[src/sv/e131dmx_pkg.sv]
// Shared types, constants and header compare function for the E1.31 DMX receiver.
// Used by every module of the block; depends on nothing else.

package e131dmx_pkg;

   localparam int CHANNELS_USED = 8;
   localparam int CH_IDX_W      = (CHANNELS_USED > 1) ? $clog2(CHANNELS_USED) : 1;

   localparam int SLOT_COUNT = 512;
   localparam int SLOT_AW    = 10;
   localparam int BANK_AW    = 9;

   localparam logic [9:0] HDR_BYTES = 10'd126;
   localparam logic [9:0] MIN_LEN   = 10'd638;

   localparam logic [15:0] TIMEOUT_RESET = 16'd1000;

   typedef enum logic [1:0] {
      FUNC_BYTE = 2'd0,
      FUNC_TICK = 2'd1,
      FUNC_READ = 2'd2
   } func_type;

   typedef enum logic [1:0] {
      CSR_ENABLE   = 2'd0,
      CSR_UNIVERSE = 2'd1,
      CSR_START    = 2'd2,
      CSR_TIMEOUT  = 2'd3
   } csr_index_type;

   typedef enum logic [3:0] {
      V_ACCEPTED   = 4'd0,
      V_DISABLED   = 4'd1,
      V_SHORT      = 4'd2,
      V_IDENT      = 4'd3,
      V_ROOT_VEC   = 4'd4,
      V_FRAME_VEC  = 4'd5,
      V_UNIVERSE   = 4'd6,
      V_DMP_VEC    = 4'd7,
      V_START_CODE = 4'd8
   } verdict_type;

   localparam logic [7:0] ACN_IDENT [0:11] = '{
      8'h41, 8'h53, 8'h43, 8'h2D, 8'h45, 8'h31,
      8'h2E, 8'h31, 8'h37, 8'h00, 8'h00, 8'h00
   };

   typedef struct packed {
      logic        enabled;
      logic [15:0] universe;
      logic [9:0]  start_address;
      logic [15:0] timeout;
   } cfg_type;

   typedef struct packed {
      logic               en;
      logic [SLOT_AW-1:0] addr;
      logic [7:0]         data;
   } ram_wr_type;

   typedef struct packed {
      logic        valid;
      verdict_type code;
      logic        rx;
   } verdict_res_type;

   typedef struct packed {
      logic               valid;
      logic [SLOT_AW-1:0] addr;
      logic               zero;
      logic               last;
   } rd_issue_type;

   // Returns one mismatch bit per header check for the byte at position pos.
   function automatic logic [5:0] header_mismatch(logic [9:0] pos, logic [7:0] b,
                                                   logic [15:0] universe);
      logic [5:0] m;
      logic [3:0] idx;
      m   = '0;
      idx = 4'(pos - 10'd4);
      if (pos >= 10'd4 && pos <= 10'd15) begin
         m[0] = (b != ACN_IDENT[idx]);
      end else if (pos >= 10'd18 && pos <= 10'd21) begin
         m[1] = (b != ((pos == 10'd21) ? 8'h04 : 8'h00));
      end else if (pos >= 10'd40 && pos <= 10'd43) begin
         m[2] = (b != ((pos == 10'd43) ? 8'h02 : 8'h00));
      end else if (pos == 10'd113) begin
         m[3] = (b != universe[15:8]);
      end else if (pos == 10'd114) begin
         m[3] = (b != universe[7:0]);
      end else if (pos == 10'd117) begin
         m[4] = (b != 8'h02);
      end else if (pos == 10'd125) begin
         m[5] = (b != 8'h00);
      end
      return m;
   endfunction

endpackage

[src/sv/e131dmx_packet_ctrl.sv]
// Packet byte handling: position count, header checks, verdict, bank swap,
// per-bank fill counts and the packet age counter. Depends on e131dmx_pkg.

module e131dmx_packet_ctrl
   import e131dmx_pkg::*;
(
   input  logic            clock,
   input  logic            reset,
   input  cfg_type         cfg,
   input  logic            accept_byte,
   input  logic            accept_tick,
   input  logic [7:0]      packet_byte,
   input  logic            packet_end,
   output ram_wr_type      wr,
   output verdict_res_type verdict,
   output logic            active_bank,
   output logic [9:0]      active_fill,
   output logic            receiving
);

   logic [9:0]  pos_ff, pos_in;
   logic [5:0]  flags_ff, flags_in;
   logic        bank_ff, bank_in;
   logic [15:0] age_ff, age_in;
   logic [9:0]  fill0_ff, fill0_in, fill1_ff, fill1_in;

   logic        pos_ok;
   logic [5:0]  flags_new;
   logic [9:0]  pos_new;
   logic [8:0]  wr_idx;
   logic [9:0]  wr_cnt;
   logic        wr_en;
   verdict_type code;

   always_comb begin
      pos_ok    = (pos_ff < MIN_LEN);
      flags_new = flags_ff | (pos_ok ? header_mismatch(pos_ff, packet_byte, cfg.universe)
                                     : 6'd0);
      pos_new   = pos_ok ? (pos_ff + 10'd1) : pos_ff;
      wr_idx    = 9'(pos_ff - HDR_BYTES);
      wr_cnt    = {1'b0, wr_idx} + 10'd1;
      wr_en     = accept_byte && pos_ok && (pos_ff >= HDR_BYTES);

      if (!cfg.enabled) begin
         code = V_DISABLED;
      end else if (pos_new < MIN_LEN) begin
         code = V_SHORT;
      end else if (flags_new[0]) begin
         code = V_IDENT;
      end else if (flags_new[1]) begin
         code = V_ROOT_VEC;
      end else if (flags_new[2]) begin
         code = V_FRAME_VEC;
      end else if (flags_new[3]) begin
         code = V_UNIVERSE;
      end else if (flags_new[4]) begin
         code = V_DMP_VEC;
      end else if (flags_new[5]) begin
         code = V_START_CODE;
      end else begin
         code = V_ACCEPTED;
      end

      pos_in   = pos_ff;
      flags_in = flags_ff;
      bank_in  = bank_ff;
      age_in   = age_ff;
      fill0_in = fill0_ff;
      fill1_in = fill1_ff;

      if (accept_byte) begin
         if (packet_end) begin
            pos_in   = 10'd0;
            flags_in = 6'd0;
            if (code == V_ACCEPTED) begin
               bank_in = ~bank_ff;
               age_in  = 16'd0;
            end
         end else begin
            pos_in   = pos_new;
            flags_in = flags_new;
         end
      end else if (accept_tick) begin
         if (age_ff < cfg.timeout) begin
            age_in = age_ff + 16'd1;
         end
      end

      if (wr_en) begin
         if (bank_ff) begin
            if (wr_cnt > fill0_ff) begin
               fill0_in = wr_cnt;
            end
         end else begin
            if (wr_cnt > fill1_ff) begin
               fill1_in = wr_cnt;
            end
         end
      end
   end

   always_ff @(posedge clock) begin
      if (reset) begin
         pos_ff   <= '0;
         flags_ff <= '0;
         bank_ff  <= 1'b0;
         age_ff   <= '0;
         fill0_ff <= '0;
         fill1_ff <= '0;
      end else begin
         pos_ff   <= pos_in;
         flags_ff <= flags_in;
         bank_ff  <= bank_in;
         age_ff   <= age_in;
         fill0_ff <= fill0_in;
         fill1_ff <= fill1_in;
      end
   end

   assign wr.en         = wr_en;
   assign wr.addr       = {~bank_ff, wr_idx};
   assign wr.data       = packet_byte;
   assign verdict.valid = accept_byte && packet_end;
   assign verdict.code  = code;
   assign verdict.rx    = (age_in < cfg.timeout);
   assign active_bank   = bank_ff;
   assign active_fill   = bank_ff ? fill1_ff : fill0_ff;
   assign receiving     = (age_ff < cfg.timeout);

endmodule

[config.mk]
export PLATFORM = sky130hd
export DESIGN_NAME = e131dmx_packet_ctrl
export DESIGN_NICKNAME = d
export VERILOG_FILES = /design/src/sv/e131dmx_pkg.sv /design/src/sv/e131dmx_packet_ctrl.sv
export SDC_FILE = /design/constraint.sdc
export NUM_CORES = 1
export LEC_CHECK = 0
export BUFFER_PORTS_ARGS = -buffer_cell sky130_fd_sc_hd__buf_2
export CAP_MARGIN = 20
export CORE_MARGIN = 10
export CORE_UTILIZATION = 52
export DETAILED_ROUTE_END_ITERATION = 10
export HOLD_SLACK_MARGIN = 0.08
export PLACE_DENSITY = 0.78
export SLEW_MARGIN = 20
export SYNTH_ARGS = -nofsm -noshare
export SYNTH_HDL_FRONTEND = slang
export SYNTH_SLANG_ARGS = --single-unit
[constraint.sdc]
create_clock -name clock -period 4.2 [get_ports clock]
set_input_delay 0.21 -clock clock [delete_from_list [all_inputs] [get_ports clock]]
set_output_delay 0.21 -clock clock [all_outputs]
set_load 0.01 [all_outputs]
# After elaboration in Yosys (flattened, before gate mapping)
# Memory sizes are Yosys's and may differ from the RTL's.
# Cells that the tools add are included.
[totals]
out_inout_bits = 37
elab_cells = 87
input_bits = 56
mem_bits_ro = 128
regBits = 53
n_memories = 1
[memory_table]
columns = ["memory", "depth", "word_bits", "rd", "rd_clocked_by_memory_dff", "wr", "line_no", "source"]
rows = [
  ["(name not given)", 16, 8, 1, 0, 0, "e131dmx_pkg.sv:82", "m[0] = (b != ACN_IDENT[idx]);"],
]
[op_classes]
muxes = 35
eq_ne = 12
reduce_logical = 11
n_bitwise = 3
n_addsub = 5
n_lt_le_gt_ge = 14
[op_table]
columns = ["cell", "count"]
rows = [
  ["16-bit 2-to-1 mux", 5],
  ["10-bit by 7-bit == test with 1-bit output (second input constant)", 4],
  ["4-bit 2-to-1 mux", 9],
  ["16-bit < comparator", 2],
  ["10-bit 2-to-1 mux", 3],
  ["8-bit != test", 3],
  ["10-bit greater-than comparator", 2],
  ["10-bit < comparator (second input constant)", 2],
  ["16-bit by 1-bit adder with 16-bit output (second input constant)", 1],
  ["8-bit 2-to-1 mux", 2],
  ["6-bit 2-to-1 mux", 2],
  ["10-bit by 1-bit adder with 10-bit output (second input constant)", 1],
  ["9-bit by 1-bit adder with 10-bit output (second input constant)", 1],
  ["10-bit by 5-bit == test with 1-bit output (second input constant)", 1],
  ["10-bit by 6-bit == test with 1-bit output (second input constant)", 1],
  ["10-bit by 3-bit >= comparator with 1-bit output (second input constant)", 1],
  ["10-bit by 5-bit >= comparator with 1-bit output (second input constant)", 1],
  ["10-bit by 6-bit >= comparator with 1-bit output (second input constant)", 1],
  ["10-bit by 7-bit >= comparator with 1-bit output (second input constant)", 1],
  ["10-bit by 4-bit <= comparator with 1-bit output (second input constant)", 1],
  ["10-bit by 5-bit <= comparator with 1-bit output (second input constant)", 1],
  ["10-bit by 6-bit <= comparator with 1-bit output (second input constant)", 1],
  ["3-bit AND reduction", 3],
  ["9-bit by 7-bit subtractor with 9-bit output (second input constant)", 1],
  ["other kinds (15)", 30],
]

# Longest topological paths before layout
[logic_depth]
depth_word = 23
mapped_depth = 18
ltp_nobuf = 16

# Worst setup path after synthesis
# No wires, ideal clock.
[synth_timing]
path_kind = "register to output"
start = "register pos_ff[1]"
end = "output verdict[0] in the netlist's numbering"
slack_ns = -0.132
n_path_buf = 2
t_arrival_ns = 4.122
required_time_ns = 3.990
stages_incl_launch_ff = 17
cell_sequence = "dfxtp_1 inv_1 ha_1 clkbuf_1 a21o_1 a2111oi_2 nor4b_1 or4b_1 a2111oi_4 buf_2 a21oi_1 ha_1 nand2_1 nor3_1 o211ai_1 or2_2 o311a_1"
[synth_lines]
columns = ["item", "line_no", "source"]
rows = [
  ["start: declaration", "e131dmx_packet_ctrl.sv:21", "logic [9:0] pos_ff, pos_in;"],
  ["start signal: assignment", "e131dmx_packet_ctrl.sv:111", "pos_ff <= pos_in;"],
  ["end: declaration", "e131dmx_packet_ctrl.sv:15", "output verdict_res_type verdict,"],
]

==> out/qor.yml <==
fin_ws_ns: -0.225
design.final.nets: 914
placed_cell_count: 915
critical_path_class: "reg -> out"
synth_top_family_by_area: "compound AO/OA/AOI/OAI gates"
mapped_area_mm2: 0.00529
synth_top_area_cell: "dfxtp_1"
floorplan.core_area_mm2: 0.00986
final_cell_count_no_fill: 927
hold_path_depth: 3
power.sequential.fraction: 0.479
layout.cells.most_common_list: "buf_2 (82), ha_1 (62), a21oi_1 (59)"
start_util: 0.537
grt_antenna_before_repair: 0
timing.critical_path.from_type: "register"
path_max_fanout: 10
std_cell_rows: 36
period_share: 1.05
synth_async_sr_flop_share: 0
intPower_mw: 0.769
fp.dieArea_mm2: 0.0146
drt_drc_violations_left: 0
min_path_type: "in -> reg"
grt_first_pass_wirelength_um: 26000
synth-compound-area-share: 0.271
max_cap_violations: 0
route.detailed.wl_per_inst_um: 17.0
synth-adder-area-share: 0.154
fraction_of_layout_cells_with_a_size_suffix_above_1: 0.220
p_leak_nw: 2.64
cts_made_buffers: 5
clk_latency_ns: 0.31
timing.final.setup_violations: 1
share_clk_of_total_power: 0.361
dpl_wire_length_um: 12200
final_common_cell: "buf_2"
cts_root_buf: "clkbuf_8"
skew_ns: 0.0109
power.ir.vdd_worst_mv: 0.147
avgSynthCellArea_um2: 7.58
power_per_cell_area_mw_per_mm2: 168
port_buffers: 82
ys_dominant_reg_cell: "dfxtp_1"
layout.core_utilization: 0.640
synthCells: 698
rr_worst_depth: 15
cp_cell_sequence: "buf_4 > inv_1 > ha_1 > inv_1 > a2111oi_0 > buf_4 > or2_1 > a2111oi_4 > buf_12 > buf_4 > a21oi_1 > ha_1 > o21a_1 > o211ai_1 > buf_4 > o211ai_1 > a31oi_1 > o311a_1 > buf_2"
p_sw_frac: 0.273
net-switching-power_mw: 0.289
drt_first_pass_iters: 5
yosys.cell_types.count: 67
synth.ff_latch_count: 53
reg2reg_setup_slack_ns: 0.24
vias: 5665
yosys-mux-area-fraction: 0.00804
finalHoldViolCount: 0
grt-ovfl-total: 0
via_per_inst: 6.11
place_worst_setup_slack_ns: -0.0883
critical-path-top-cell-by-count: "buf_4"
finalMaxSlewViolations: 0
synth_nets: 819
worst-slew-pin-transition_ns: 0.995
floorplan.die.width_um: 121
synthSimpleGateAreaFrac: 0.223
grt_max_degree: 52
numClockSinks: 53
cpPeakStageDelay_ns: 0.57
crit_slowest_cell: "a2111oi_0"
synthDominantCellAreaShare: 0.200
totalPowerFinal_mw: 1.06
status: "finished with violations"
violations: "setup timing"
first_iter_violations: 402
worst-endpoint-required_ns: 3.99
period_minus_slack_ns: 4.42
die_height_um: 121
synth.yosys.seq_area_share: 0.200
totalWireLength_um: 15800
clk_transition_reported_paths_ns: 0.11
finish.instance_area_mm2: 0.00631
synth.area.top_cells: "dfxtp_1 (20%), ha_1 (15%), a21oi_1 (5.8%), inv_1 (3.9%), xor2_1 (3.8%)"
synth-edff-count: 0
overall_fraction_of_global_route_tracks_in_use: 0.206
critical_path_arrival_ns: 4.21
fmax_ghz: 0.226
comb_power_share: 0.160
placedInstanceArea_mm2: 0.00606
nFillCells: 851
hold_buffers: 0
cts-root-to-sink-buffers: 2
cts_tree: "built"
ioPinCount: 93
ys_warns: 0
flow.area_growth_from_synthesis_pct: 19.3
grt_pass1_vias: 5607
antenna_left: 0
yosys.area_share.xor_xnor: 0.0596
antenna_cells_inserted: 0
place.gp.congestion: 0.956
setup.worst_path.end_class: "primary output"
htreeDepth: 2
max-slew-margin-rel: 0.336
rsz0062_at_grt: "true"
## synthesized netlist by cell type, drive strengths merged (15+ instances only)
cell	instances
xor2	23
a21o	15
a211oi	22
nand2	29
clkbuf	34
inv	58
nor2	37
o31ai	15
ha	65
dfxtp	53
buf	15
o21ai	45
nor3	17
nand4	16
nand3	33
or4	17
a21oi	61
## layer usage
layer / global-route usage / wire length (µm) / part of all wire / vias to the layer above
met1: 0.248 / 6830 / 0.43 / 2650
met5: 0 / 0 / 0 / -
met4: 0.0551 / 243 / 0.015 / 0
li1: - / - / - / 2771
met2: 0.364 / 7640 / 0.49 / 217
met3: 0.0391 / 1040 / 0.066 / 27
## state kept, by name, summed over array words and instances, names as in the netlist
| register | cells |
|---|---|
| age_ff | 16 |
| fill0_ff | 10 |
| fill1_ff | 10 |
| pos_ff | 10 |
| flags_ff | 6 |
| active_bank | 1 |
## cells by family after synthesis
family	count (synthesis)
buffers and inverters	107
multiplexers	4
XOR/XNOR	36
AND/OR/NAND/NOR	214
flip-flops	53
AO/OA/AOI/OAI	219
adder cells (fa/ha/maj)	65
## power groups by stage
stage          Sequential (mW)  Clock (mW)  Combinational [mW]
2_1_floorplan            0.518           0               0.103
3_3_place_gp             0.518           0               0.158
3_5_place_dp             0.518           0               0.165
4_1_cts                  0.506       0.384               0.168
5_1_grt                  0.507       0.405               0.187
6_report                 0.506       0.382               0.169
## area by class of cell
| class | count | area, µm² | share of cell area |
|---|---|---|---|
| Multi-Input combinational cell | 538 | 3860 | 0.612 |
| Clock buffer | 6 | 82.6 | 0.0131 |
| Sequential cell | 53 | 1070 | 0.169 |
| Timing Repair Buffer | 137 | 877 | 0.139 |
| Tap cell | 133 | 166 | 0.0264 |
| Inverter | 58 | 218 | 0.0345 |
| Clock inverter | 2 | 37.5 | 0.00595 |
## worst max-delay path: cells and delay by family (launching register included)
kind	cells	cell delay, ns
AO/OA/AOI/OAI	8	1.65
AND/OR/NAND/NOR	1	0.17
buffers and inverters	8	1.21
flip-flops	1	0.35
adder cells (fa/ha/maj)	2	0.53
## per-stage QoR
step,TNS [ns],hold slack (ns)
floorplan,0,0.375
global placement,-0.0220,0.453
detailed placement,-0.0883,0.470
CTS,-0.242,0.345
global route,-0.406,0.364
finish,-0.225,0.351
## path summary, 6_finish.rpt
check	from	end
min reg2reg	fill0_ff[3]	fill0_ff[3]
max	pos_ff[0]	verdict[0]
min	accept_byte	flags_ff[2]
max reg2reg	pos_ff[2]	fill1_ff[3]
## repair_timing
action	in CTS	in global routing
resized for setup	18	3
buffers inserted	4	0
endpoints found under the setup margin	1	5
pin swaps	9	2
No activity file was read; power rests on OpenSTA's default activity.
