`src/sv/e131dmx_pkg.sv`:
```
// Shared types, constants and header compare function for the E1.31 DMX receiver.
// Used by every module of the block; depends on nothing else.

package e131dmx_pkg;

   localparam int CHANNELS_USED = 8;
   localparam int CH_IDX_W      = (CHANNELS_USED > 1) ? $clog2(CHANNELS_USED) : 1;

   localparam int SLOT_COUNT = 512;
   localparam int SLOT_AW    = 10;
   localparam int BANK_AW    = 9;

   localparam logic [9:0] HDR_BYTES = 10'd126;
   localparam logic [9:0] MIN_LEN   = 10'd638;

   localparam logic [15:0] TIMEOUT_RESET = 16'd1000;

   typedef enum logic [1:0] {
      FUNC_BYTE = 2'd0,
      FUNC_TICK = 2'd1,
      FUNC_READ = 2'd2
   } func_type;

   typedef enum logic [1:0] {
      CSR_ENABLE   = 2'd0,
      CSR_UNIVERSE = 2'd1,
      CSR_START    = 2'd2,
      CSR_TIMEOUT  = 2'd3
   } csr_index_type;

   typedef enum logic [3:0] {
      V_ACCEPTED   = 4'd0,
      V_DISABLED   = 4'd1,
      V_SHORT      = 4'd2,
      V_IDENT      = 4'd3,
      V_ROOT_VEC   = 4'd4,
      V_FRAME_VEC  = 4'd5,
      V_UNIVERSE   = 4'd6,
      V_DMP_VEC    = 4'd7,
      V_START_CODE = 4'd8
   } verdict_type;

   localparam logic [7:0] ACN_IDENT [0:11] = '{
      8'h41, 8'h53, 8'h43, 8'h2D, 8'h45, 8'h31,
      8'h2E, 8'h31, 8'h37, 8'h00, 8'h00, 8'h00
   };

   typedef struct packed {
      logic        enabled;
      logic [15:0] universe;
      logic [9:0]  start_address;
      logic [15:0] timeout;
   } cfg_type;

   typedef struct packed {
      logic               en;
      logic [SLOT_AW-1:0] addr;
      logic [7:0]         data;
   } ram_wr_type;

   typedef struct packed {
      logic        valid;
      verdict_type code;
      logic        rx;
   } verdict_res_type;

   typedef struct packed {
      logic               valid;
      logic [SLOT_AW-1:0] addr;
      logic               zero;
      logic               last;
   } rd_issue_type;

   // Returns one mismatch bit per header check for the byte at position pos.
   function automatic logic [5:0] header_mismatch(logic [9:0] pos, logic [7:0] b,
                                                   logic [15:0] universe);
      logic [5:0] m;
      logic [3:0] idx;
      m   = '0;
      idx = 4'(pos - 10'd4);
      if (pos >= 10'd4 && pos <= 10'd15) begin
         m[0] = (b != ACN_IDENT[idx]);
      end else if (pos >= 10'd18 && pos <= 10'd21) begin
         m[1] = (b != ((pos == 10'd21) ? 8'h04 : 8'h00));
      end else if (pos >= 10'd40 && pos <= 10'd43) begin
         m[2] = (b != ((pos == 10'd43) ? 8'h02 : 8'h00));
      end else if (pos == 10'd113) begin
         m[3] = (b != universe[15:8]);
      end else if (pos == 10'd114) begin
         m[3] = (b != universe[7:0]);
      end else if (pos == 10'd117) begin
         m[4] = (b != 8'h02);
      end else if (pos == 10'd125) begin
         m[5] = (b != 8'h00);
      end
      return m;
   endfunction

endpackage

```
`src/sv/e131dmx_read_seq.sv`:
```
// Read sequencer: issues one window slot read per cycle while advance is high.
// Depends on e131dmx_pkg for the channel count and the issue struct.

module e131dmx_read_seq
   import e131dmx_pkg::*;
(
   input  logic         clock,
   input  logic         reset,
   input  logic         start,
   input  logic         advance,
   input  logic [9:0]   start_address,
   input  logic         active_bank,
   input  logic [9:0]   active_fill,
   output rd_issue_type issue,
   output logic         busy
);

   logic                busy_ff, busy_in;
   logic [CH_IDX_W-1:0] idx_ff, idx_in;
   logic [CH_IDX_W-1:0] k;
   logic [9:0]          addr10;
   logic [8:0]          slot_idx;
   logic                window_ok;
   logic                last_k;

   always_comb begin
      k         = start ? '0 : idx_ff;
      addr10    = start_address + 10'(k) - 10'd1;
      slot_idx  = addr10[8:0];
      window_ok = (start_address != 10'd0) &&
                  ((11'(start_address) + 11'(CHANNELS_USED - 1)) <= 11'(SLOT_COUNT));
      last_k    = (k == CH_IDX_W'(CHANNELS_USED - 1));

      busy_in = busy_ff;
      idx_in  = idx_ff;
      if (start) begin
         busy_in = !last_k;
         idx_in  = CH_IDX_W'(1);
      end else if (busy_ff && advance) begin
         busy_in = !last_k;
         idx_in  = idx_ff + CH_IDX_W'(1);
      end

      issue.valid = start || (busy_ff && advance);
      issue.addr  = {active_bank, slot_idx};
      issue.zero  = !window_ok || ({1'b0, slot_idx} >= active_fill);
      issue.last  = last_k;
   end

   always_ff @(posedge clock) begin
      if (reset) begin
         busy_ff <= 1'b0;
         idx_ff  <= '0;
      end else begin
         busy_ff <= busy_in;
         idx_ff  <= idx_in;
      end
   end

   assign busy = busy_ff;

endmodule

```
`config.mk`:
```
export PLATFORM = sky130hd
export DESIGN_NAME = e131dmx_read_seq
export DESIGN_NICKNAME = d
export VERILOG_FILES = /design/src/sv/e131dmx_pkg.sv /design/src/sv/e131dmx_read_seq.sv
export SDC_FILE = /design/constraint.sdc
export NUM_CORES = 1
export LEC_CHECK = 0
export BUFFER_PORTS_ARGS = -buffer_cell sky130_fd_sc_hd__buf_2
export CAP_MARGIN = 20
export CORE_UTILIZATION = 49
export DETAILED_ROUTE_END_ITERATION = 6
export PLACE_DENSITY = 0.8
export SYNTH_ARGS = -nofsm -noshare
export SYNTH_HDL_FRONTEND = slang
export SYNTH_SLANG_ARGS = --single-unit
```
`constraint.sdc`:
```
create_clock -name clock -period 7.3 [get_ports clock]
set_clock_uncertainty 0.15 [all_clocks]
set_input_delay 1.825 -clock clock [delete_from_list [all_inputs] [get_ports clock]]
set_output_delay 1.825 -clock clock [all_outputs]
set_load 0.01 [all_outputs]
```
After elaboration in Yosys (flattened, before gate mapping)
Cells that the tools add are included.
- bits in registers: 4
- logic and storage cells: 24
- input port bits: 25
- output and inout port bits: 14
- mux-type cells: 5
- add/subtract/negate cells: 4
- reduce and logical (&&, ||, !) cells: 9
- equality and inequality tests: 1
- magnitude comparators: 2
- operators with widths (cell ; count):
    $add 10x3->11 const B ; 1
    $le 11x10->1 const B ; 1
    $ge 9x10->1 ; 1
    $reduce_bool 10->1 ; 1
    $add 9x3->9 ; 1
    $sub 9x1->9 const B ; 1
    $mux 1 ; 4
    $add 3x1->3 const B ; 1
    $eq 3x3->1 const B ; 1
    $mux 3 ; 1
    $logic_and 1x1->1 ; 2
    $logic_not 1->1 ; 2
    $logic_or 1x1->1 ; 2
    $reduce_bool 2->1 ; 1
    $reduce_or 2->1 ; 1

Depth between registers and ports, before layout
Gate-level depths: netlist (run 1).
- depth in word-level cells: 5
- gate-level depth with buffers: 17
- mapped depth without buffers: 17

Worst setup path after synthesis (run 1)
OpenSTA, ideal clock, no wires.
- path kind: input port to output port
- from: in start
- to: out issue[1] (netlist name)
- setup slack: 0.563 ns
- stages: 17
- arrival: 4.762 ns
- path through: nand2b_1 > ha_1 > inv_1 > ha_1 > inv_1 > fa_1 > nor2b_1 > o21ai_1 > a21oi_1 > nor4_1 > a311oi_1 > ha_1 > a21o_1 > a21oi_1 > nand3_1 > o21ai_0 > o2111ai_1
- RTL lines (item ; line ; RTL):
    from (decl) ; e131dmx_read_seq.sv:9 ; input logic start,
    to (decl) ; e131dmx_read_seq.sv:14 ; output rd_issue_type issue,

==> key figures, run 1 <==
Outcome
  – Status: finished, final reports clean

Setup path
  – CP bufs+invs: 4
  – CP Launch Type: input pin
  – Critical path's slowest cell: fa_1
  – Max stage delay on crit path: 410 ps
  – Most frequent CP cell: ha_1
  – Critical Path AT: 5040 ps
  – Critical Path End Type: primary output
  – CP Data Required Time: 5330 ps
  – CP Cell Sequence: buf_2 > nand2b_1 > ha_1 > inv_1 > ha_1 > inv_1 > fa_1 > nor2b_1 > o21ai_1 > a21oi_2 > nor4_1 > a311oi_2 > ha_1 > a21o_1 > a21oi_1 > nand3_1 > o21ai_0 > o2111ai_1 > buf_2
  – Reg2Reg Depth: 4
  – Crit path max-delay family: compound AO/OA/AOI/OAI gates
  – CP max FO: 8
  – Worst path depth: 19
  – CP Class: in -> out

Floorplanning
  – Initial core utilization: 54.98%
  – Die Ht: 47.20 um
  – Row Count: 15
  – Die X: 47.20 um
  – Core Area: 0.001821 mm^2
  – DIE AREA: 0.002227 mm^2
  – # IOs: 39

Power and ir drop
  – Peak VDD IR: 85.55 uV
  – Leakage: 0.6813 nW
  – Power density cells: 117.6 mW/mm^2

Final layout
  – Layout cells sized above 1: 24.14%
  – Commonest non-fill, non-tap cell in the layout: buf_2
  – Util after Layout: 67.56%
  – FILL cells: 164
  – Area Overhead vs Synth: 22.88%
  – Final net count: 229
  – N_diodes: 0
  – Most frequent cells in the layout: buf_2 (36), inv_1 (28), ha_1 (27), nor3_1 (9), nor2_1 (9)

Synthesis
  – Synth Warn #: 0
  – Synth Area in Simple Gates: 20.00%
  – Sequential area share after synthesis: 8.000%
  – Fraction of the mapped netlist area in compound gates: 14.50%
  – Leading area contributor after synthesis: ha_1
  – Main combinational cell family by area after synthesis: adder cells
  – Mapped Area: 0.001001 mm^2
  – Mapped Nets: 190
  – Yosys cell types: 28
  – Synth Area in Adders: 35.75%
  – Top cell type's share of synthesized area: 33.75%
  – Prevailing post-synth register cell: dfxtp_1
  – Async SR Flop Fraction: 0%
  – Xor/xnor cell area share of the yosys netlist: 8.750%
  – Post-synthesis mux area share: 1.000%
  – EDFF count, synth: 0
  – Gate Count Post-Synth: 137
  – Top cells by area, synth: ha_1 (34%), inv_1 (11%), dfxtp_1 (8.0%)
  – Avg Cell Area, Syn: 7.306 um^2
  – Synth Register Bits: 4

Timing
  – Fmax: 0.1425 GHz
  – Number of hold violations in the final report: 0
  – Slew headroom: 76.47%
  – Final min period: 7019 ps
  – RSZ-0062 raised after global routing: false
  – Pins Over Slew Limit: 0
  – # setup viols final: 0
  – Period utilization: 96.15%
  – Least-Margin Pin Slew: 350.2 ps
  – Setup tns final: 0 ps

Run
  – Maxcap violations: 0

Global routing
  – GRT overflow: 0
  – Number of global-route vias before repair: 918
  – Pin count of the biggest net entering global routing: 9
  – Initial antenna violation count: 0
  – Gr usage total: 21.96%
  – First-pass GRT wire length: 3.394 mm

Drt
  – DR pass1 iterations: 4
  – # DRC: 0
  – Drt initial violations: 25
  – Drt via density: 5.281
  – Post-Route WL: 2.315 mm
  – Wire per inst: 11.63 um
  – Vias after detailed routing: 1051
  – ANT nets after route: 0

Clocking
  – Post-CTS Setup Inserts: 0
  – Hold buffer count at CTS: 0
  – Clock slew at reported path FFs: 40 ps
  – Root buf cell: clkbuf_4
  – CTS tree: yes
  – CTS buffer count: 3
  – CTS Buffer Depth: 2
  – Post_cts resized: 0
  – Sink Count: 4
  – Clock latency on the worst-skew pair: 240 ps
  – H-tree levels: 1

Place
  – IO Port Bufs: 36
  – Post-DP HPWL: 1.974 mm
  – Gpl congestion: 0.7722

Hold path
  – WHS Path Cells: 1
  – Hold Crit Class: reg -> reg
flip-flops by register name (all words and copies together), names as in the netlist:
signal	flops
idx_ff	3
busy	1
synth_stat cells, drive strengths merged, types with 2 or more instances:
library cell,count
inv,28
ha,27
a21oi,9
nor2,9
nor3,9
nand3,7
xnor2,7
nand2,6
nand2b,5
dfxtp,4
o21ai,4
a31oi,3
xor2,3
a311oi,2
buf,2
routing by layer:
metal	vias up	share of wire (%)	global-route usage, %
li1	537	-	-
met1	471	42	21.14
met2	37	53	42.22
met3	6	3.2	3.462
met4	0	2.2	14.86
met5	-	0	0
stage by stage:
stage                     instances  setup slack [ps]  power (mW)  instance area [um^2]  hold slack, ps
after floorplan                 137             562.9     0.08356                  1001           376.4
after global placement          196             361.0      0.1102                  1197           355.7
after detailed placement        196             152.4      0.1153                  1197           370.8
after CTS                       199             153.8      0.1447                  1220           375.9
after global routing            199             33.52      0.1597                  1230           409.4
final                           199             280.9      0.1446                  1230           369.8
cell families after synthesis:
family	after synthesis
buffers and inverters	30
AO/OA/AOI/OAI	23
adder cells (fa/ha/maj)	28
multiplexers	1
XOR/XNOR	10
AND/OR/NAND/NOR	41
flip-flops	4
final cells by class:
type | instances | area, um^2 | share of cell area, %
inverter | 28 | 105.1 | 8.545
sequential | 4 | 80.08 | 6.511
tap | 25 | 31.28 | 2.543
timing repair buffer | 36 | 180.2 | 14.65
multi-input combinational | 103 | 810.8 | 65.92
clock buffer | 3 | 22.52 | 1.831
worst reg2reg max path: cells and delay by family, from the launching register on:
kind                       cells  cell delay, ps
adders and majority gates      1             170
and+or+nand+nor                2             190
xor gates and xnor gates       1             150
DFF                            1             390
worst paths after layout:
path / from / to / slack [ps]
worst max-delay path: start / issue[1] / 280
worst min-delay path: busy / busy / 370
worst max register to register: idx_ff[0] / idx_ff[2] / 6170
worst min register to register: busy / busy / 370
report_power, final:
group | switching, mW | internal (mW) | total, mW
clock | 0.00933 | 0.0184 | 0.0277
combinational | 0.0515 | 0.0413 | 0.0928
sequential | 0.00112 | 0.0230 | 0.0241
total | 0.0619 | 0.0827 | 0.145
(Power assumes the default switching activity.)
==> run 2: changes to the inputs <==
--- a/config.mk
+++ b/config.mk
@@ -9,7 +9,7 @@
 export CAP_MARGIN = 20
 export CORE_UTILIZATION = 49
 export DETAILED_ROUTE_END_ITERATION = 6
-export PLACE_DENSITY = 0.8
+export PLACE_DENSITY_LB_ADDON = 0.3
 export SYNTH_ARGS = -nofsm -noshare
 export SYNTH_HDL_FRONTEND = slang
 export SYNTH_SLANG_ARGS = --single-unit
==> run 2 against run 1 <==
- sequential power barely moved
- register-to-register slack got worse by 30 ps
- final cell count did not move
- via count fell by 4.0%
- routed wire length fell by 11%
- combinational power fell by 5.0%
- clock power fell by 6%
- flip-flop and latch count did not move
- count of clock-buffer cells in the layout did not move
- largest cell class unchanged
==> key figures, run 2 (synthesis results as in run 1) <==
Outcome
  – Status: finished, final reports clean

Timing
  – Fmax: 0.1437 GHz
  – # setup viols final: 0
  – Final min period: 6959 ps
  – Slew headroom: 77.84%
  – Number of hold violations in the final report: 0
  – Period utilization: 95.33%
  – Pins Over Slew Limit: 0
  – RSZ-0062 raised after global routing: false
  – Setup tns final: 0 ps
  – Least-Margin Pin Slew: 329.9 ps

Floorplanning
  – Row Count: 15
  – DIE AREA: 0.002227 mm^2
  – Die Ht: 47.20 um
  – Initial core utilization: 54.98%
  – # IOs: 39
  – Die X: 47.20 um
  – Core Area: 0.001821 mm^2

Final layout
  – Area of the multi-input gates: 800.8 um^2
  – Reg area: 80.08 um^2
  – FILL cells: 173
  – Util after Layout: 67.01%
  – Largest Register: idx_ff
  – Commonest non-fill, non-tap cell in the layout: buf_2
  – Post-Layout Cell Count: 199
  – Final net count: 229
  – Most frequent cells in the layout: buf_2 (36), inv_1 (28), ha_1 (27)
  – Layout cells sized above 1: 22.99%
  – Area Overhead vs Synth: 21.88%
  – N_diodes: 0
  – Largest register FFs: 3

Setup path
  – Most frequent CP cell: ha_1
  – Crit path max-delay family: compound AO/OA/AOI/OAI gates
  – Critical path's slowest cell: fa_1
  – CP max FO: 8
  – CP Cell Sequence: buf_2 > nand2b_1 > ha_1 > inv_1 > ha_1 > inv_1 > fa_1 > nor2b_1 > o21ai_1 > a21oi_1 > nor4_1 > a311oi_1 > ha_1 > a21o_1 > a21oi_1 > nand3_1 > o21ai_1 > o2111ai_1 > buf_2
  – CP Launch Type: input pin
  – Critical Path End Type: primary output
  – Max stage delay on crit path: 400 ps
  – CP Data Required Time: 5330 ps
  – Critical Path AT: 4980 ps
  – CP Class: in -> out
  – CP bufs+invs: 4

Power and ir drop
  – Internal power: 0.08139 mW
  – Leakage: 0.6802 nW
  – Power density cells: 113.5 mW/mm^2
  – Switching power share of the total: 41.20%
  – Sequential share of power: 17.5%
  – Peak VDD IR: 86.16 uV
  – Clk pwr share: 18.8%
  – Final Total Pwr: 0.1384 mW
  – Combinational share of power: 63.7%
  – Sw power: 0.05702 mW

Drt
  – Wire per inst: 10.39 um
  – Post-Route WL: 2.067 mm
  – # DRC: 0
  – Vias after detailed routing: 1009
  – Drt via density: 5.070
  – Drt initial violations: 18
  – ANT nets after route: 0
  – DR pass1 iterations: 4

Clocking
  – Post-CTS Setup Inserts: 0
  – Root buf cell: clkbuf_4
  – H-tree levels: 1
  – CTS Buffer Depth: 2
  – CTS tree: yes
  – Post_cts resized: 0
  – Clock slew at reported path FFs: 40 ps
  – Clock latency on the worst-skew pair: 230 ps
  – Hold buffer count at CTS: 0
  – CTS buffer count: 3
  – Sink Count: 4

Global routing
  – Pin count of the biggest net entering global routing: 9
  – GRT overflow: 0
  – Gr usage total: 20.41%
  – Number of global-route vias before repair: 905
  – Initial antenna violation count: 0
  – First-pass GRT wire length: 3.256 mm

Place
  – Post-DP HPWL: 1.832 mm
  – Gpl congestion: 0.7403
  – IO Port Bufs: 36
  – Placed Cells: 196

Hold path
  – Hold Crit Class: reg -> reg

Run
  – Maxcap violations: 0
-- run 2: power groups by stage --
stage               clock [mW]  sequential, mW  combinational, mW
finish                  0.0260          0.0242             0.0882
CTS                     0.0270          0.0243             0.0890
global route            0.0289          0.0244              0.101
detailed placement           0          0.0246             0.0885
global placement             0          0.0245             0.0857
floorplan                    0          0.0244             0.0591
-- run 2: final timing paths --
path                  start        end  slack [ps]  cells after the start
hold / removal         busy       busy         390                      1
setup reg to reg  idx_ff[0]  idx_ff[2]        6140                      4
hold reg to reg        busy       busy         390                      1
setup / recovery      start   issue[1]         340                     19
-- run 2: layer usage --
| layer | vias to the layer above | global-route usage, % | wire length [um] |
|---|---|---|---|
| li1 | 542 | - | - |
| met1 | 447 | 21.18 | 901 |
| met2 | 20 | 42.22 | 1120 |
| met3 | 0 | 2.308 | 45 |
| met4 | 0 | 5.143 | 0 |
| met5 | - | 0 | 0 |
-- run 2: cell type report --
type | instances | share of cell area, %
clock buffer | 3 | 1.846
inverter | 28 | 8.615
multi-input combinational | 103 | 65.64
sequential | 4 | 6.564
tap | 25 | 2.564
timing repair buffer | 36 | 14.77
-- run 2: stage by stage --
step	hold WS, ps	worst slack [ps]	instance area [um^2]
final	393.0	340.9	1220
after floorplan	376.4	562.9	1001
after detailed placement	380.0	261.6	1197
after CTS	389.8	246.7	1220
after global routing	429.8	15.20	1220
after global placement	387.5	355.4	1197
==> run 3: changes to the inputs <==
--- a/config.mk
+++ b/config.mk
@@ -5,7 +5,7 @@
 export SDC_FILE = /design/constraint.sdc
 export NUM_CORES = 1
 export LEC_CHECK = 0
-export BUFFER_PORTS_ARGS = -buffer_cell sky130_fd_sc_hd__buf_2
+export BUFFER_PORTS_ARGS = -buffer_cell sky130_fd_sc_hd__clkbuf_2
 export CAP_MARGIN = 20
 export CORE_UTILIZATION = 49
 export DETAILED_ROUTE_END_ITERATION = 6
==> constraint.sdc (replaced) <==
create_clock -name clock -period 7.5 [get_ports clock]
set_clock_uncertainty 0.15 [all_clocks]
set_input_delay 1.875 -clock clock [delete_from_list [all_inputs] [get_ports clock]]
set_output_delay 1.875 -clock clock [all_outputs]
set_load 0.01 [all_outputs]
==> run 3 against run 2 <==
- critical path depth did not move
- sequential power is 2% lower
- via count is 2.2% lower
- first-iteration DRC count decreased by 44%
- routed wire length fell by 2.9%
- worst setup slack improved by 37 ps
- register-to-register slack gained 180 ps
- critical path type unchanged
- largest cell class unchanged
- highest routed layer is now met4
==> key figures, run 3 (synthesis results as in run 1) <==
Outcome
  – Status: finished, final reports clean

Power and ir drop
  – Peak VDD IR: 95.51 uV
  – Power density cells: 110.3 mW/mm^2
  – Clk pwr share: 19.0%
  – Internal power: 0.07880 mW
  – Sequential share of power: 17.5%
  – Combinational share of power: 63.4%
  – Switching power share of the total: 41.44%
  – Leakage: 0.6869 nW
  – Sw power: 0.05576 mW

Final layout
  – Final net count: 229
  – Largest Register: idx_ff
  – N_diodes: 0
  – Final Cell Area: 0.001220 mm^2
  – FILL cells: 168
  – Post-Layout Cell Count: 199
  – Layout cells sized above 1: 22.99%
  – Most frequent cells in the layout: clkbuf_2 (36), inv_1 (28), ha_1 (27)
  – Area Overhead vs Synth: 21.88%
  – Largest register FFs: 3
  – Commonest non-fill, non-tap cell in the layout: clkbuf_2
  – Util after Layout: 67.01%

Clocking
  – Root buf cell: clkbuf_4
  – CTS Buffer Depth: 2
  – H-tree levels: 1
  – Clock slew at reported path FFs: 30 ps
  – CTS buffer count: 3
  – Hold buffer count at CTS: 0
  – Post-CTS Setup Inserts: 0
  – Post_cts resized: 0
  – Sink Count: 4
  – Clock latency on the worst-skew pair: 230 ps
  – CTS tree: yes

Run
  – Maxcap violations: 0

Global routing
  – Number of global-route vias before repair: 906
  – Pin count of the biggest net entering global routing: 9
  – First-pass GRT wire length: 3.291 mm
  – Initial antenna violation count: 0
  – GRT overflow: 0
  – Gr usage total: 20.44%

Floorplanning
  – Die X: 47.20 um
  – DIE AREA: 0.002227 mm^2
  – Initial core utilization: 54.98%
  – Die Ht: 47.20 um
  – # IOs: 39
  – Core Area: 0.001821 mm^2
  – Row Count: 15

Timing
  – Least-Margin Pin Slew: 317.1 ps
  – Pins Over Slew Limit: 0
  – Slew headroom: 78.69%
  – Fmax: 0.1404 GHz
  – RSZ-0062 raised after global routing: false
  – Period utilization: 94.96%
  – Final min period: 7122 ps
  – Setup tns final: 0 ps
  – # setup viols final: 0
  – Number of hold violations in the final report: 0

Setup path
  – CP Launch Type: input pin
  – Max stage delay on crit path: 400 ps
  – R2R Path Start: idx_ff[0]
  – CP Class: in -> out
  – CP Cell Sequence: clkbuf_2 > nand2b_1 > ha_1 > inv_1 > ha_1 > inv_1 > fa_1 > nor2b_1 > o21ai_1 > a21oi_1 > nor4_1 > a311oi_1 > ha_1 > a21o_1 > a21oi_1 > nand3_1 > o21ai_0 > o2111ai_1 > clkbuf_2
  – Critical Path End Type: primary output
  – Most frequent CP cell: ha_1
  – Critical path's slowest cell: fa_1
  – Reg-to-reg endpoint: idx_ff[2]
  – CP max FO: 8
  – Reg2Reg Depth: 4
  – Critical Path AT: 5100 ps
  – R2R setup slack: 6320 ps
  – CP Data Required Time: 5480 ps

Place
  – Placed Cells: 196
  – Gpl congestion: 0.7378
  – IO Port Bufs: 36
  – Post-DP HPWL: 1.804 mm
  – Placement Cell Area: 0.001197 mm^2

Drt
  – Met2 wire length: 1.070 mm
  – Post-Route WL: 2.007 mm
  – Wire per inst: 10.09 um
  – Highest routed layer: met4
  – # DRC: 0
  – Vias after detailed routing: 987
  – Drt via density: 4.960
  – ANT nets after route: 0
  – Routed met1 length: 889 um
  – Drt initial violations: 10
  – Met3 Routed Length: 30 um
  – DR pass1 iterations: 4

Hold path
  – Hold Crit Class: reg -> reg
  – Min-delay src: busy
  – Hold EP: busy
  – WHS Path Cells: 1
## run 3: cell types whose count changed in the layout (fill, tap and decap cells not counted), sizes merged
cell | before | now
clkbuf | 3 | 39
buf | 36 | 0
## run 3: cell type report
cell class	instances	area [um^2]	share of cell area [%]
Multi-Input combinational cell	103	800.8	65.64
Inverter	28	105.1	8.615
Sequential cell	4	80.08	6.564
Timing Repair Buffer	36	180.2	14.77
Clock buffer	3	22.52	1.846
Tap cell	25	31.28	2.564
## run 3: per-stage QoR
stage | power (mW) | hold WS (ps) | setup WS [ps]
CTS | 0.1364 | 411.6 | 323.7
finish | 0.1346 | 411.0 | 378.2
global route | 0.1510 | 457.2 | 24.21
floorplan | 0.08133 | 376.4 | 663.0
detailed placement | 0.1099 | 405.2 | 340.5
global placement | 0.1075 | 389.9 | 447.2
## run 3: power by group through the flow
stage	Combinational [mW]	Clock [mW]	Sequential, mW
global placement	0.0836	0	0.0238
detailed placement	0.0859	0	0.0239
CTS	0.0865	0.0263	0.0236
floorplan	0.0576	0	0.0238
finish	0.0853	0.0256	0.0236
global route	0.0991	0.0282	0.0238
## run 3: routing by layer
| metal | up-vias | GRT usage [%] |
|---|---|---|
| li1 | 541 | - |
| met2 | 16 | 41.67 |
| met1 | 428 | 20.82 |
| met4 | 0 | 6.857 |
| met3 | 2 | 2.692 |
| met5 | - | 0 |
## run 3: worst max-delay path by stage
stage	start	endpoint	slack [ps]	cells after the start
after floorplan	start	issue[1]	660	17
after global placement	start	issue[1]	450	19
after detailed placement	start	issue[1]	340	19
after CTS	start	issue[1]	320	19
after global routing	start	issue[1]	20	19
final	start	issue[1]	380	19
## run 3: worst max-delay path: cells and delay by family
kind / cells / cell delay (ps)
adder cells (fa/ha/maj): 4 / 1120
buffers and inverters: 4 / 390
AO/OA/AOI/OAI: 7 / 1280
AND/OR/NAND/NOR: 4 / 420
